$ cat src/rtl/sme_pkg.sv
// ----------------------------------------------------------------------------
// sme_pkg
// Shared types, opcodes and status codes for the stack machine executor.
// ----------------------------------------------------------------------------
package sme_pkg;

    localparam int DATA_W          = 32;
    localparam int OP_W            = 4;
    localparam int STATUS_W        = 3;
    localparam int DEPTH_W         = 6;
    localparam int STACK_DEPTH_DEF = 32;

    localparam logic [OP_W-1:0] OP_PUSH   = 4'd0;
    localparam logic [OP_W-1:0] OP_POP    = 4'd1;
    localparam logic [OP_W-1:0] OP_DUMP   = 4'd2;
    localparam logic [OP_W-1:0] OP_CLEAR  = 4'd3;
    localparam logic [OP_W-1:0] OP_DUP    = 4'd4;
    localparam logic [OP_W-1:0] OP_SWAP   = 4'd5;
    localparam logic [OP_W-1:0] OP_ASSERT = 4'd6;
    localparam logic [OP_W-1:0] OP_ADD    = 4'd7;
    localparam logic [OP_W-1:0] OP_SUB    = 4'd8;
    localparam logic [OP_W-1:0] OP_MUL    = 4'd9;
    localparam logic [OP_W-1:0] OP_DIV    = 4'd10;
    localparam logic [OP_W-1:0] OP_MOD    = 4'd11;

    localparam logic [STATUS_W-1:0] ST_OK      = 3'd0;
    localparam logic [STATUS_W-1:0] ST_UNDER   = 3'd1;
    localparam logic [STATUS_W-1:0] ST_OVER    = 3'd2;
    localparam logic [STATUS_W-1:0] ST_ASSERT  = 3'd3;
    localparam logic [STATUS_W-1:0] ST_DIVZERO = 3'd4;

    // address select for the RAM read port
    typedef enum logic [1:0] {
        RA_TOP,
        RA_NEXT,
        RA_DUMP
    } raddr_sel_t;

    // write data select
    typedef enum logic [1:0] {
        WD_OPERAND,
        WD_A,
        WD_B,
        WD_RESULT
    } wdata_sel_t;

    // write address select
    typedef enum logic [1:0] {
        WA_COUNT,
        WA_TOP,
        WA_NEXT
    } waddr_sel_t;

    // result source
    typedef enum logic [1:0] {
        RS_TOP,
        RS_DUMP,
        RS_ZERO
    } rsel_t;

    typedef struct packed {
        raddr_sel_t              raddr_sel;
        logic                    dump_load;
        logic                    dump_dec;
        logic                    ld_a;
        logic                    ld_b;
        logic                    ld_top;
        logic                    we;
        waddr_sel_t              waddr_sel;
        wdata_sel_t              wdata_sel;
        logic                    cnt_inc;
        logic                    cnt_dec;
        logic                    cnt_clr;
        logic                    alu_go;
        logic                    div_go;
        logic                    emit;
        rsel_t                   rsel;
        logic [STATUS_W-1:0]     status;
        logic                    last;
    } sme_cmd_t;

    typedef struct packed {
        logic empty;
        logic one;
        logic full;
        logic dump_last;
        logic div_done;
        logic b_zero;
        logic div_ovf;
        logic assert_eq;
    } sme_stat_t;

endpackage

$ cat src/rtl/sme_ram.sv
// ----------------------------------------------------------------------------
// sme_ram
// Generic single-write, single-read RAM with registered read data.
// ----------------------------------------------------------------------------
module sme_ram #(
    parameter int WIDTH = 32,
    parameter int DEPTH = 32
) (
    input  logic                     clk,
    input  logic                     we,
    input  logic [$clog2(DEPTH)-1:0] waddr,
    input  logic [WIDTH-1:0]         wdata,
    input  logic [$clog2(DEPTH)-1:0] raddr,
    output logic [WIDTH-1:0]         rdata
);

    logic [WIDTH-1:0] mem [DEPTH];

    always_ff @(posedge clk)
    begin
        if (we)
        begin
            mem[waddr] <= wdata;
        end
        rdata <= mem[raddr];
    end

endmodule

$ cat src/rtl/sme_div.sv
// ----------------------------------------------------------------------------
// sme_div
// Radix-2 restoring signed divider, one quotient bit per cycle, truncating.
// ----------------------------------------------------------------------------
module sme_div (
    input  logic                      clk,
    input  logic                      rst_n,
    input  logic                      go,
    input  logic signed [sme_pkg::DATA_W-1:0] dividend,
    input  logic signed [sme_pkg::DATA_W-1:0] divisor,
    output logic                      done,
    output logic [sme_pkg::DATA_W-1:0] quotient,
    output logic [sme_pkg::DATA_W-1:0] remainder
);
    import sme_pkg::*;

    localparam int CNT_W = $clog2(DATA_W + 1);

    logic [DATA_W-1:0] q_reg, q_next;
    logic [DATA_W-1:0] r_reg, r_next;
    logic [DATA_W-1:0] d_reg, d_next;
    logic              qneg_reg, qneg_next;
    logic              rneg_reg, rneg_next;
    logic [CNT_W-1:0]  cnt_reg, cnt_next;
    logic              busy_reg, busy_next;
    logic              done_reg, done_next;
    logic [DATA_W:0]   trial;
    logic [DATA_W:0]   shifted;

    always_comb
    begin
        q_next    = q_reg;
        r_next    = r_reg;
        d_next    = d_reg;
        qneg_next = qneg_reg;
        rneg_next = rneg_reg;
        cnt_next  = cnt_reg;
        busy_next = busy_reg;
        done_next = 1'b0;
        shifted   = {r_reg, q_reg[DATA_W-1]};
        trial     = shifted - {1'b0, d_reg};
        if (go)
        begin
            q_next    = dividend[DATA_W-1] ? (~dividend + 1'b1) : dividend;
            d_next    = divisor[DATA_W-1] ? (~divisor + 1'b1) : divisor;
            r_next    = '0;
            qneg_next = dividend[DATA_W-1] ^ divisor[DATA_W-1];
            rneg_next = dividend[DATA_W-1];
            cnt_next  = CNT_W'(DATA_W);
            busy_next = 1'b1;
        end
        else if (busy_reg)
        begin
            if (!trial[DATA_W])
            begin
                r_next = trial[DATA_W-1:0];
                q_next = {q_reg[DATA_W-2:0], 1'b1};
            end
            else
            begin
                r_next = shifted[DATA_W-1:0];
                q_next = {q_reg[DATA_W-2:0], 1'b0};
            end
            cnt_next = cnt_reg - 1'b1;
            if (cnt_reg == CNT_W'(1))
            begin
                busy_next = 1'b0;
                done_next = 1'b1;
            end
        end
    end

    always_ff @(posedge clk or negedge rst_n)
    begin
        if (!rst_n)
        begin
            busy_reg <= 1'b0;
            done_reg <= 1'b0;
            cnt_reg  <= '0;
        end
        else
        begin
            busy_reg <= busy_next;
            done_reg <= done_next;
            cnt_reg  <= cnt_next;
        end
    end

    always_ff @(posedge clk)
    begin
        q_reg    <= q_next;
        r_reg    <= r_next;
        d_reg    <= d_next;
        qneg_reg <= qneg_next;
        rneg_reg <= rneg_next;
    end

    assign done      = done_reg;
    assign quotient  = qneg_reg ? (~q_reg + 1'b1) : q_reg;
    assign remainder = rneg_reg ? (~r_reg + 1'b1) : r_reg;

endmodule

$ cat src/rtl/sme_datapath.sv
// ----------------------------------------------------------------------------
// sme_datapath
// Stack RAM, depth counter, operand registers, ALU and divider.
// ----------------------------------------------------------------------------
module sme_datapath #(
    parameter int STACK_DEPTH = sme_pkg::STACK_DEPTH_DEF
) (
    input  logic                          clk,
    input  logic                          rst_n,
    input  logic                          capture,
    input  logic [sme_pkg::OP_W-1:0]      op,
    input  logic [sme_pkg::DATA_W-1:0]    operand,
    input  sme_pkg::sme_cmd_t             cmd,
    output sme_pkg::sme_stat_t            stat,
    output logic [sme_pkg::OP_W-1:0]      op_q,
    output logic [sme_pkg::DATA_W-1:0]    data,
    output logic [sme_pkg::STATUS_W-1:0]  status,
    output logic [sme_pkg::DEPTH_W-1:0]   depth,
    output logic                          last,
    output logic                          valid
);
    import sme_pkg::*;

    localparam int AW = $clog2(STACK_DEPTH);
    localparam int CW = $clog2(STACK_DEPTH + 1);

    logic [OP_W-1:0]   op_reg;
    logic [DATA_W-1:0] opd_reg;
    logic [CW-1:0]     cnt_reg, cnt_next;
    logic [CW-1:0]     dptr_reg;
    logic [DATA_W-1:0] a_reg, b_reg, res_reg, top_reg;
    logic [DATA_W-1:0] rdata;
    logic [AW-1:0]     raddr, waddr;
    logic [DATA_W-1:0] wdata;
    logic [CW-1:0]     top_idx, next_idx;
    logic [DATA_W-1:0] quo, rem;
    logic [DATA_W-1:0] data_reg;
    logic [STATUS_W-1:0] status_reg;
    logic [DEPTH_W-1:0] depth_reg;
    logic              last_reg, valid_reg;

    assign top_idx  = cnt_reg - 1'b1;
    assign next_idx = cnt_reg - CW'(2);

    always_comb
    begin
        case (cmd.raddr_sel)
            RA_TOP:  raddr = top_idx[AW-1:0];
            RA_NEXT: raddr = next_idx[AW-1:0];
            RA_DUMP: raddr = dptr_reg[AW-1:0];
            default: raddr = top_idx[AW-1:0];
        endcase
        case (cmd.waddr_sel)
            WA_COUNT: waddr = cnt_reg[AW-1:0];
            WA_TOP:   waddr = top_idx[AW-1:0];
            WA_NEXT:  waddr = next_idx[AW-1:0];
            default:  waddr = cnt_reg[AW-1:0];
        endcase
        case (cmd.wdata_sel)
            WD_OPERAND: wdata = opd_reg;
            WD_A:       wdata = a_reg;
            WD_B:       wdata = b_reg;
            WD_RESULT:  wdata = res_reg;
            default:    wdata = opd_reg;
        endcase
    end

    sme_ram #(
        .WIDTH (DATA_W),
        .DEPTH (STACK_DEPTH)
    ) u_ram (
        .clk   (clk),
        .we    (cmd.we),
        .waddr (waddr),
        .wdata (wdata),
        .raddr (raddr),
        .rdata (rdata)
    );

    sme_div u_div (
        .clk       (clk),
        .rst_n     (rst_n),
        .go        (cmd.div_go),
        .dividend  (a_reg),
        .divisor   (b_reg),
        .done      (stat.div_done),
        .quotient  (quo),
        .remainder (rem)
    );

    always_comb
    begin
        cnt_next = cnt_reg;
        if (cmd.cnt_clr)
        begin
            cnt_next = '0;
        end
        else if (cmd.cnt_inc)
        begin
            cnt_next = cnt_reg + 1'b1;
        end
        else if (cmd.cnt_dec)
        begin
            cnt_next = cnt_reg - 1'b1;
        end
    end

    always_ff @(posedge clk or negedge rst_n)
    begin
        if (!rst_n)
        begin
            cnt_reg   <= '0;
            valid_reg <= 1'b0;
        end
        else
        begin
            cnt_reg   <= cnt_next;
            valid_reg <= cmd.emit;
        end
    end

    always_ff @(posedge clk)
    begin
        if (capture)
        begin
            op_reg  <= op;
            opd_reg <= operand;
        end
        if (cmd.dump_load)
        begin
            dptr_reg <= top_idx;
        end
        else if (cmd.dump_dec)
        begin
            dptr_reg <= dptr_reg - 1'b1;
        end
        if (cmd.ld_a)
        begin
            a_reg <= rdata;
        end
        if (cmd.ld_b)
        begin
            b_reg <= rdata;
        end
        if (cmd.ld_top)
        begin
            top_reg <= rdata;
        end
        if (cmd.alu_go)
        begin
            case (op_reg)
                OP_ADD:  res_reg <= a_reg + b_reg;
                OP_SUB:  res_reg <= a_reg - b_reg;
                OP_MUL:  res_reg <= a_reg * b_reg;
                OP_DIV:  res_reg <= quo;
                OP_MOD:  res_reg <= rem;
                default: res_reg <= a_reg;
            endcase
        end
        if (cmd.emit)
        begin
            case (cmd.rsel)
                RS_TOP:  data_reg <= top_reg;
                RS_DUMP: data_reg <= rdata;
                RS_ZERO: data_reg <= '0;
                default: data_reg <= '0;
            endcase
            status_reg <= cmd.status;
            depth_reg  <= DEPTH_W'(cnt_reg);
            last_reg   <= cmd.last;
        end
    end

    assign stat.empty     = (cnt_reg == '0);
    assign stat.one       = (cnt_reg == CW'(1));
    assign stat.full      = (cnt_reg == CW'(STACK_DEPTH));
    assign stat.dump_last = (dptr_reg == '0);
    assign stat.b_zero    = (b_reg == '0);
    assign stat.div_ovf   = (a_reg == {1'b1, {(DATA_W-1){1'b0}}}) && (b_reg == '1);
    assign stat.assert_eq = (a_reg == opd_reg);

    assign op_q   = op_reg;
    assign data   = data_reg;
    assign status = status_reg;
    assign depth  = depth_reg;
    assign last   = last_reg;
    assign valid  = valid_reg;

endmodule

$ cat src/rtl/sme_ctrl.sv
// ----------------------------------------------------------------------------
// sme_ctrl
// Command sequencer: decodes one op and steps the datapath through it.
// ----------------------------------------------------------------------------
module sme_ctrl (
    input  logic                      clk,
    input  logic                      rst_n,
    input  logic                      start,
    input  logic [sme_pkg::OP_W-1:0]  op_q,
    input  sme_pkg::sme_stat_t        stat,
    output logic                      busy,
    output logic                      capture,
    output sme_pkg::sme_cmd_t         cmd
);
    import sme_pkg::*;

    typedef enum logic [3:0] {
        S_IDLE,
        S_DECODE,
        S_RD_A,
        S_RD_B,
        S_CHECK,
        S_DIV,
        S_ALU,
        S_WRITE,
        S_RD_TOP,
        S_TOP_WAIT,
        S_REPORT,
        S_DUMP_RD,
        S_DUMP_EMIT
    } state_t;

    state_t              state_reg, state_next;
    logic [STATUS_W-1:0] st_reg, st_next;

    assign capture = start && (state_reg == S_IDLE);
    assign busy    = (state_reg != S_IDLE);

    always_comb
    begin
        state_next = state_reg;
        st_next    = st_reg;
        cmd        = '0;
        cmd.raddr_sel = RA_TOP;
        cmd.waddr_sel = WA_COUNT;
        cmd.wdata_sel = WD_OPERAND;
        cmd.rsel      = RS_TOP;
        case (state_reg)
            S_IDLE:
            begin
                if (start)
                begin
                    state_next = S_DECODE;
                end
            end
            S_DECODE:
            begin
                st_next    = ST_OK;
                state_next = S_RD_TOP;
                case (op_q)
                    OP_PUSH:
                    begin
                        if (stat.full)
                        begin
                            st_next = ST_OVER;
                        end
                        else
                        begin
                            cmd.we      = 1'b1;
                            cmd.cnt_inc = 1'b1;
                        end
                    end
                    OP_POP:
                    begin
                        if (stat.empty)
                        begin
                            st_next = ST_UNDER;
                        end
                        else
                        begin
                            cmd.cnt_dec = 1'b1;
                        end
                    end
                    OP_DUMP:
                    begin
                        if (stat.empty)
                        begin
                            cmd.emit   = 1'b1;
                            cmd.rsel   = RS_ZERO;
                            cmd.status = ST_UNDER;
                            cmd.last   = 1'b1;
                            state_next = S_IDLE;
                        end
                        else
                        begin
                            cmd.dump_load = 1'b1;
                            state_next    = S_DUMP_RD;
                        end
                    end
                    OP_CLEAR:
                    begin
                        cmd.cnt_clr = 1'b1;
                    end
                    OP_DUP, OP_ASSERT:
                    begin
                        if (stat.empty)
                        begin
                            st_next = ST_UNDER;
                        end
                        else if (op_q == OP_DUP && stat.full)
                        begin
                            st_next = ST_OVER;
                        end
                        else
                        begin
                            state_next = S_RD_A;
                        end
                    end
                    OP_SWAP, OP_ADD, OP_SUB, OP_MUL, OP_DIV, OP_MOD:
                    begin
                        if (stat.empty || stat.one)
                        begin
                            st_next = ST_UNDER;
                        end
                        else
                        begin
                            state_next = S_RD_A;
                        end
                    end
                    default:
                    begin
                    end
                endcase
            end
            S_RD_A:
            begin
                cmd.raddr_sel = RA_TOP;
                state_next    = S_RD_B;
            end
            S_RD_B:
            begin
                cmd.ld_a      = 1'b1;
                cmd.raddr_sel = RA_NEXT;
                state_next    = S_CHECK;
            end
            S_CHECK:
            begin
                cmd.ld_b   = 1'b1;
                state_next = S_ALU;
            end
            S_ALU:
            begin
                state_next = S_RD_TOP;
                case (op_q)
                    OP_DUP:
                    begin
                        cmd.we        = 1'b1;
                        cmd.waddr_sel = WA_COUNT;
                        cmd.wdata_sel = WD_A;
                        cmd.cnt_inc   = 1'b1;
                    end
                    OP_ASSERT:
                    begin
                        if (!stat.assert_eq)
                        begin
                            st_next = ST_ASSERT;
                        end
                    end
                    OP_SWAP:
                    begin
                        cmd.we        = 1'b1;
                        cmd.waddr_sel = WA_TOP;
                        cmd.wdata_sel = WD_B;
                        state_next    = S_WRITE;
                    end
                    OP_DIV, OP_MOD:
                    begin
                        if (stat.b_zero)
                        begin
                            st_next = ST_DIVZERO;
                        end
                        else if (op_q == OP_DIV && stat.div_ovf)
                        begin
                            st_next = ST_OVER;
                        end
                        else
                        begin
                            cmd.div_go = 1'b1;
                            state_next = S_DIV;
                        end
                    end
                    default:
                    begin
                        cmd.alu_go = 1'b1;
                        state_next = S_WRITE;
                    end
                endcase
            end
            S_DIV:
            begin
                if (stat.div_done)
                begin
                    cmd.alu_go = 1'b1;
                    state_next = S_WRITE;
                end
            end
            S_WRITE:
            begin
                cmd.we        = 1'b1;
                cmd.waddr_sel = WA_NEXT;
                if (op_q == OP_SWAP)
                begin
                    cmd.wdata_sel = WD_A;
                end
                else
                begin
                    cmd.wdata_sel = WD_RESULT;
                    cmd.cnt_dec   = 1'b1;
                end
                state_next = S_RD_TOP;
            end
            S_RD_TOP:
            begin
                cmd.raddr_sel = RA_TOP;
                state_next    = S_TOP_WAIT;
            end
            S_TOP_WAIT:
            begin
                cmd.ld_top = 1'b1;
                state_next = S_REPORT;
            end
            S_REPORT:
            begin
                cmd.emit   = 1'b1;
                cmd.rsel   = stat.empty ? RS_ZERO : RS_TOP;
                cmd.status = st_reg;
                cmd.last   = 1'b1;
                state_next = S_IDLE;
            end
            S_DUMP_RD:
            begin
                cmd.raddr_sel = RA_DUMP;
                state_next    = S_DUMP_EMIT;
            end
            S_DUMP_EMIT:
            begin
                cmd.emit   = 1'b1;
                cmd.rsel   = RS_DUMP;
                cmd.status = ST_OK;
                cmd.last   = stat.dump_last;
                if (stat.dump_last)
                begin
                    state_next = S_IDLE;
                end
                else
                begin
                    cmd.dump_dec = 1'b1;
                    state_next   = S_DUMP_RD;
                end
            end
            default:
            begin
                state_next = S_IDLE;
            end
        endcase
    end

    always_ff @(posedge clk or negedge rst_n)
    begin
        if (!rst_n)
        begin
            state_reg <= S_IDLE;
            st_reg    <= ST_OK;
        end
        else
        begin
            state_reg <= state_next;
            st_reg    <= st_next;
        end
    end

endmodule

$ cat src/rtl/stack_machine_executor.sv
// ----------------------------------------------------------------------------
// stack_machine_executor
// Signed 32-bit stack machine: one command per start, results on a strobe.
// ----------------------------------------------------------------------------
// Push/pop/clear/unused ops and early errors go from decode to the report;
// dup/assert and div/mod errors first read operands, swap/add/sub/mul add a
// write-back, div/mod also wait on the serial divider. Dump reports underflow
// when empty, else emits from the top down via the single registered read port.
// busy drops with the final strobe, so the next start can follow it; results
// cannot be stalled. Reset empties the stack; RAM contents are not cleared.
module stack_machine_executor #(
    parameter int STACK_DEPTH = sme_pkg::STACK_DEPTH_DEF
) (
    input  logic                          clk,
    input  logic                          rst_n,
    input  logic                          start,
    output logic                          busy,
    input  logic [sme_pkg::OP_W-1:0]      op,
    input  logic signed [sme_pkg::DATA_W-1:0] operand,
    output logic                          strobe,
    output logic signed [sme_pkg::DATA_W-1:0] data,
    output logic [sme_pkg::STATUS_W-1:0]  status,
    output logic [sme_pkg::DEPTH_W-1:0]   depth,
    output logic                          last
);
    import sme_pkg::*;

    sme_cmd_t        cmd;
    sme_stat_t       stat;
    logic            capture;
    logic [OP_W-1:0] op_q;

    sme_ctrl u_ctrl (
        .clk     (clk),
        .rst_n   (rst_n),
        .start   (start),
        .op_q    (op_q),
        .stat    (stat),
        .busy    (busy),
        .capture (capture),
        .cmd     (cmd)
    );

    sme_datapath #(
        .STACK_DEPTH (STACK_DEPTH)
    ) u_dp (
        .clk     (clk),
        .rst_n   (rst_n),
        .capture (capture),
        .op      (op),
        .operand (operand),
        .cmd     (cmd),
        .stat    (stat),
        .op_q    (op_q),
        .data    (data),
        .status  (status),
        .depth   (depth),
        .last    (last),
        .valid   (strobe)
    );

    a_depth_range: assert property (@(posedge clk) disable iff (!rst_n)
        strobe |-> (depth <= DEPTH_W'(STACK_DEPTH)))
        else $error("depth beyond stack size");

    a_last_ends: assert property (@(posedge clk) disable iff (!rst_n)
        (strobe && last) |=> !strobe)
        else $error("strobe after last");

    a_err_keeps: assert property (@(posedge clk) disable iff (!rst_n)
        (strobe && (status == ST_ASSERT || status == ST_DIVZERO)) |-> last)
        else $error("error result not final");

endmodule
$ cat config.mk
export PLATFORM = sky130hd
export DESIGN_NAME = stack_machine_executor
export DESIGN_NICKNAME = d
export VERILOG_FILES = /design/src/rtl/sme_pkg.sv /design/src/rtl/sme_ram.sv /design/src/rtl/sme_div.sv /design/src/rtl/sme_datapath.sv /design/src/rtl/sme_ctrl.sv /design/src/rtl/stack_machine_executor.sv
export SDC_FILE = /design/constraint.sdc
export NUM_CORES = 2
export LEC_CHECK = 0
export BUFFER_PORTS_ARGS = -buffer_cell sky130_fd_sc_hd__buf_4
export CORE_UTILIZATION = 58
export CTS_CLUSTER_SIZE = 10
export DETAILED_ROUTE_END_ITERATION = 6
export PLACE_DENSITY = 0.84
export SETUP_SLACK_MARGIN = 0.02
export SLEW_MARGIN = 5
export SYNTH_ARGS = -nofsm -noshare
export SYNTH_HDL_FRONTEND = slang
export SYNTH_SLANG_ARGS = --single-unit
$ cat constraint.sdc
create_clock -name clk -period 8 [get_ports clk]
set_clock_uncertainty 0.15 [all_clocks]
set_input_delay 1.6 -clock clk [delete_from_list [all_inputs] [get_ports clk]]
set_output_delay 1.6 -clock clk [all_outputs]
set_load 0.05 [all_outputs]
==> metrics <==
worst r2r dst u_dp.res_reg[31]; first-pass iteration count of the detailed router 7; largest cells by area after synthesis edfxtp_1, fa_1, mux4_2; RSZ-0062 raised after global routing no; status complete, but fails checks; top_reg_cell synth edfxtp_1; Final #Nets around 6.6k; Die Wd ~370 um; hold crit path type reg -> reg; synth warn 0; CTS buffer count about 160; layout cells sized above 1 14.5%; area leader, netlist edfxtp_1; worst-path cell chain and2_1, fa_1, inv_1, fa_1, fa_1, fa_1, inv_1, fa_1, inv_1, fa_1, inv_1, fa_1, fa_1, ha_1, a21oi_1, o22ai_1, o31a_1, a21oi_2, a311oi_4, o311ai_0, o21ai_0, xnor2_1, a221oi_1, nor2_1; met3 wire length approximately 32000 um; number of global-route vias before repair approximately 53k; gp weighted congestion a little over 1; Worst-Margin Slew between 1 and 1.5 ns; endpoints failing setup 0; die area between 100000 and 150000 sq um; slowest library cell on the worst path fa_1; initial antenna violation count 11; CP Class reg -> reg; relative slew slack 13.6%; Post-DP Area around 80000 sq um; gr ovfl total 0; routed wire length 249000 um; Worst Path Arrival about 8.2 ns; Async SR Flop Fraction 1.59%; Tcrit/Tclk final a little over nine tenths; Die H ~370 um; top sig layer met5; DR vias 53.2k; synth unique cells between 80 and 90; Post-synth EDFFs 1302; max reg flops a little over 1k; Worst Hold Depth 1; met1 wire length around 80000 um; Max Fanout on Critical Path 6; largest net degree at the start of global routing about 130; Startpoint Class flip-flop; met2 WL post-DR between 100000 and 150000 um; synthesized flop and latch total approximately 1.4k; final worst slack between 0.2 and 0.25 ns; DR DRC count 1; WHS Endpoint u_ctrl.st_reg[2]; R2R Path Start u_dp.b_reg[2]; Root Buffer clkbuf_16; slowest stage delay, CP approximately 0.54 ns; gr usage total roughly 38%; area fraction of the dominant cell type after synthesis 51.1%; Max Root-Sink Buffers 3; num ports between 80 and 90; Post-Place Cells between 7k and 8k; register clock-pin slew on the reported worst setup and hold paths around 0.060 ns; first-pass GRT wire length around 360000 um; Hold Buf Count CTS 0; WP data required 8.38 ns; TNS Setup 0 ns; crit-path leading delay family adder cells; final instance area around 85000 sq um; flop2flop setup slack ~0.22 ns; TritonCTS clock tree done; Clock Sink Count between 1k and 1.5k; commonest non-fill, non-tap cell in the layout edfxtp_1; worst path bufs/invs 4; Most flops, register u_dp.u_ram.mem; Final Hold Fails 0; core area 130000 sq um; H-tree levels 4; IO buf count 82; final max-slew violation count 0; max-cap violations 0; sequential area share after synthesis between 50 and 60%; worst-skew pair later-pin latency 0.83 ns; synthesized instance count 5857; post-route ant nets 0; syn_nets between 6k and 7k; crit path capture type flip-flop; dpl ws -0.0712 ns; Initial Utilization a little under 60%; minimum clock period a little under 8 ns; post-synthesis average cell area between 10 and 15 sq um; Max Fclk between 0.1 and 0.15 GHz; Non-Filler Instances ~7.8k; routed len/inst between 30 and 40 um; Layout area overhead 11.5%; CP dominant cell by count fa_1; hold path startpoint u_ctrl.st_reg[2]; vias per cell ~6.8; drt first-iter violations between 7k and 8k; Row Count between 100 and 150; commonest non-fill, non-tap cells in the layout edfxtp_1, nand2_1, inv_1; failing checks DRC; mapped cell area ~77000 sq um; reg2reg path depth 24; dpl hpwl roughly 150000 um
-- metal layers --
| layer | vias up | track usage, % |
|---|---|---|
| met1 | 26200 | 46.5 |
| li1 | 21100 | - |
| met3 | 1172 | 9.90 |
| met2 | 4632 | 58.6 |
| met5 | - | 0 |
| met4 | 8 | 26.6 |
-- worst max path at each step --
stage                        startpoint               end  slack, ns  depth (start not counted)
after global routing      u_dp.b_reg[3]  u_dp.res_reg[28]       0.02                         26
final                     u_dp.b_reg[2]  u_dp.res_reg[31]       0.22                         24
after global placement    u_dp.b_reg[3]  u_dp.res_reg[31]       0.05                         24
after CTS                 u_dp.b_reg[3]  u_dp.res_reg[28]       0.04                         26
after floorplan           u_dp.a_reg[6]  u_dp.res_reg[28]       0.19                         27
after detailed placement  u_dp.b_reg[3]  u_dp.res_reg[28]      -0.07                         26
-- synthesized netlist by cell type, types with 15 or more instances --
cell type and count:
a21o_1 46, a21oi_1 105, a221oi_1 19, a22o_1 34
a22oi_1 38, a311oi_1 29, a31oi_1 49, and2_1 312
buf_1 50, clkbuf_1 297, dfrtp_1 22, dfxtp_1 64
edfxtp_1 1302, fa_1 410, ha_1 205, inv_1 452
mux2i_1 15, mux4_2 256, nand2_1 811, nand2b_1 39
nand3_1 93, nand4_1 27, nor2_1 202, nor2b_1 30
nor3_1 44, o211ai_1 42, o21a_1 19, o21ai_0 223
o22ai_1 17, o31ai_1 50, o41ai_1 18, or3_1 31
or4_1 24, xnor2_1 189, xor2_1 134
-- repair_timing --
item | 4_1_cts | 5_1_grt
resized for setup | 3 | 4
pin swaps | 0 | 1
setup buffers | 0 | 4
setup endpoints to repair | 4 | 5
-- kinds of logic (layout without fill, tap and decap cells) --
kind of cell    count (synthesis)  after routing  synth area share (%)
buf+inv                       815           1045                  4.08
other cells                     0              8                     0
flops                        1388           1388                  53.5
compound gates                777            777                  6.73
fa+ha+maj                     615            615                  14.1
xor+xnor                      323            323                  3.70
mux                           273            273                  7.76
simple gates                 1666           1666                  10.2
-- metrics by stage --
step / hold slack [ns] / utilization, %
2_1_floorplan: 0.273 / -
3_3_place_gp: 0.306 / 61.8
3_5_place_dp: 0.330 / 61.8
4_1_cts: 0.342 / 65.5
5_1_grt: 0.353 / 65.5
6_report: 0.340 / 65.5
-- final cells by class --
cell class,instances,area (sq um)
diodes,8,20.0
clock buffers,247,4420
clock inverters,21,380
fillers,8751,44900
inverters,453,1700
multi-input cells,3654,33100
flip-flops and latches,1388,40900
well taps,1742,2180
repair buffers,324,2610
Power is not shown: default switching activity piles up to over one toggle a cycle in this logic, so the estimate is an artifact.
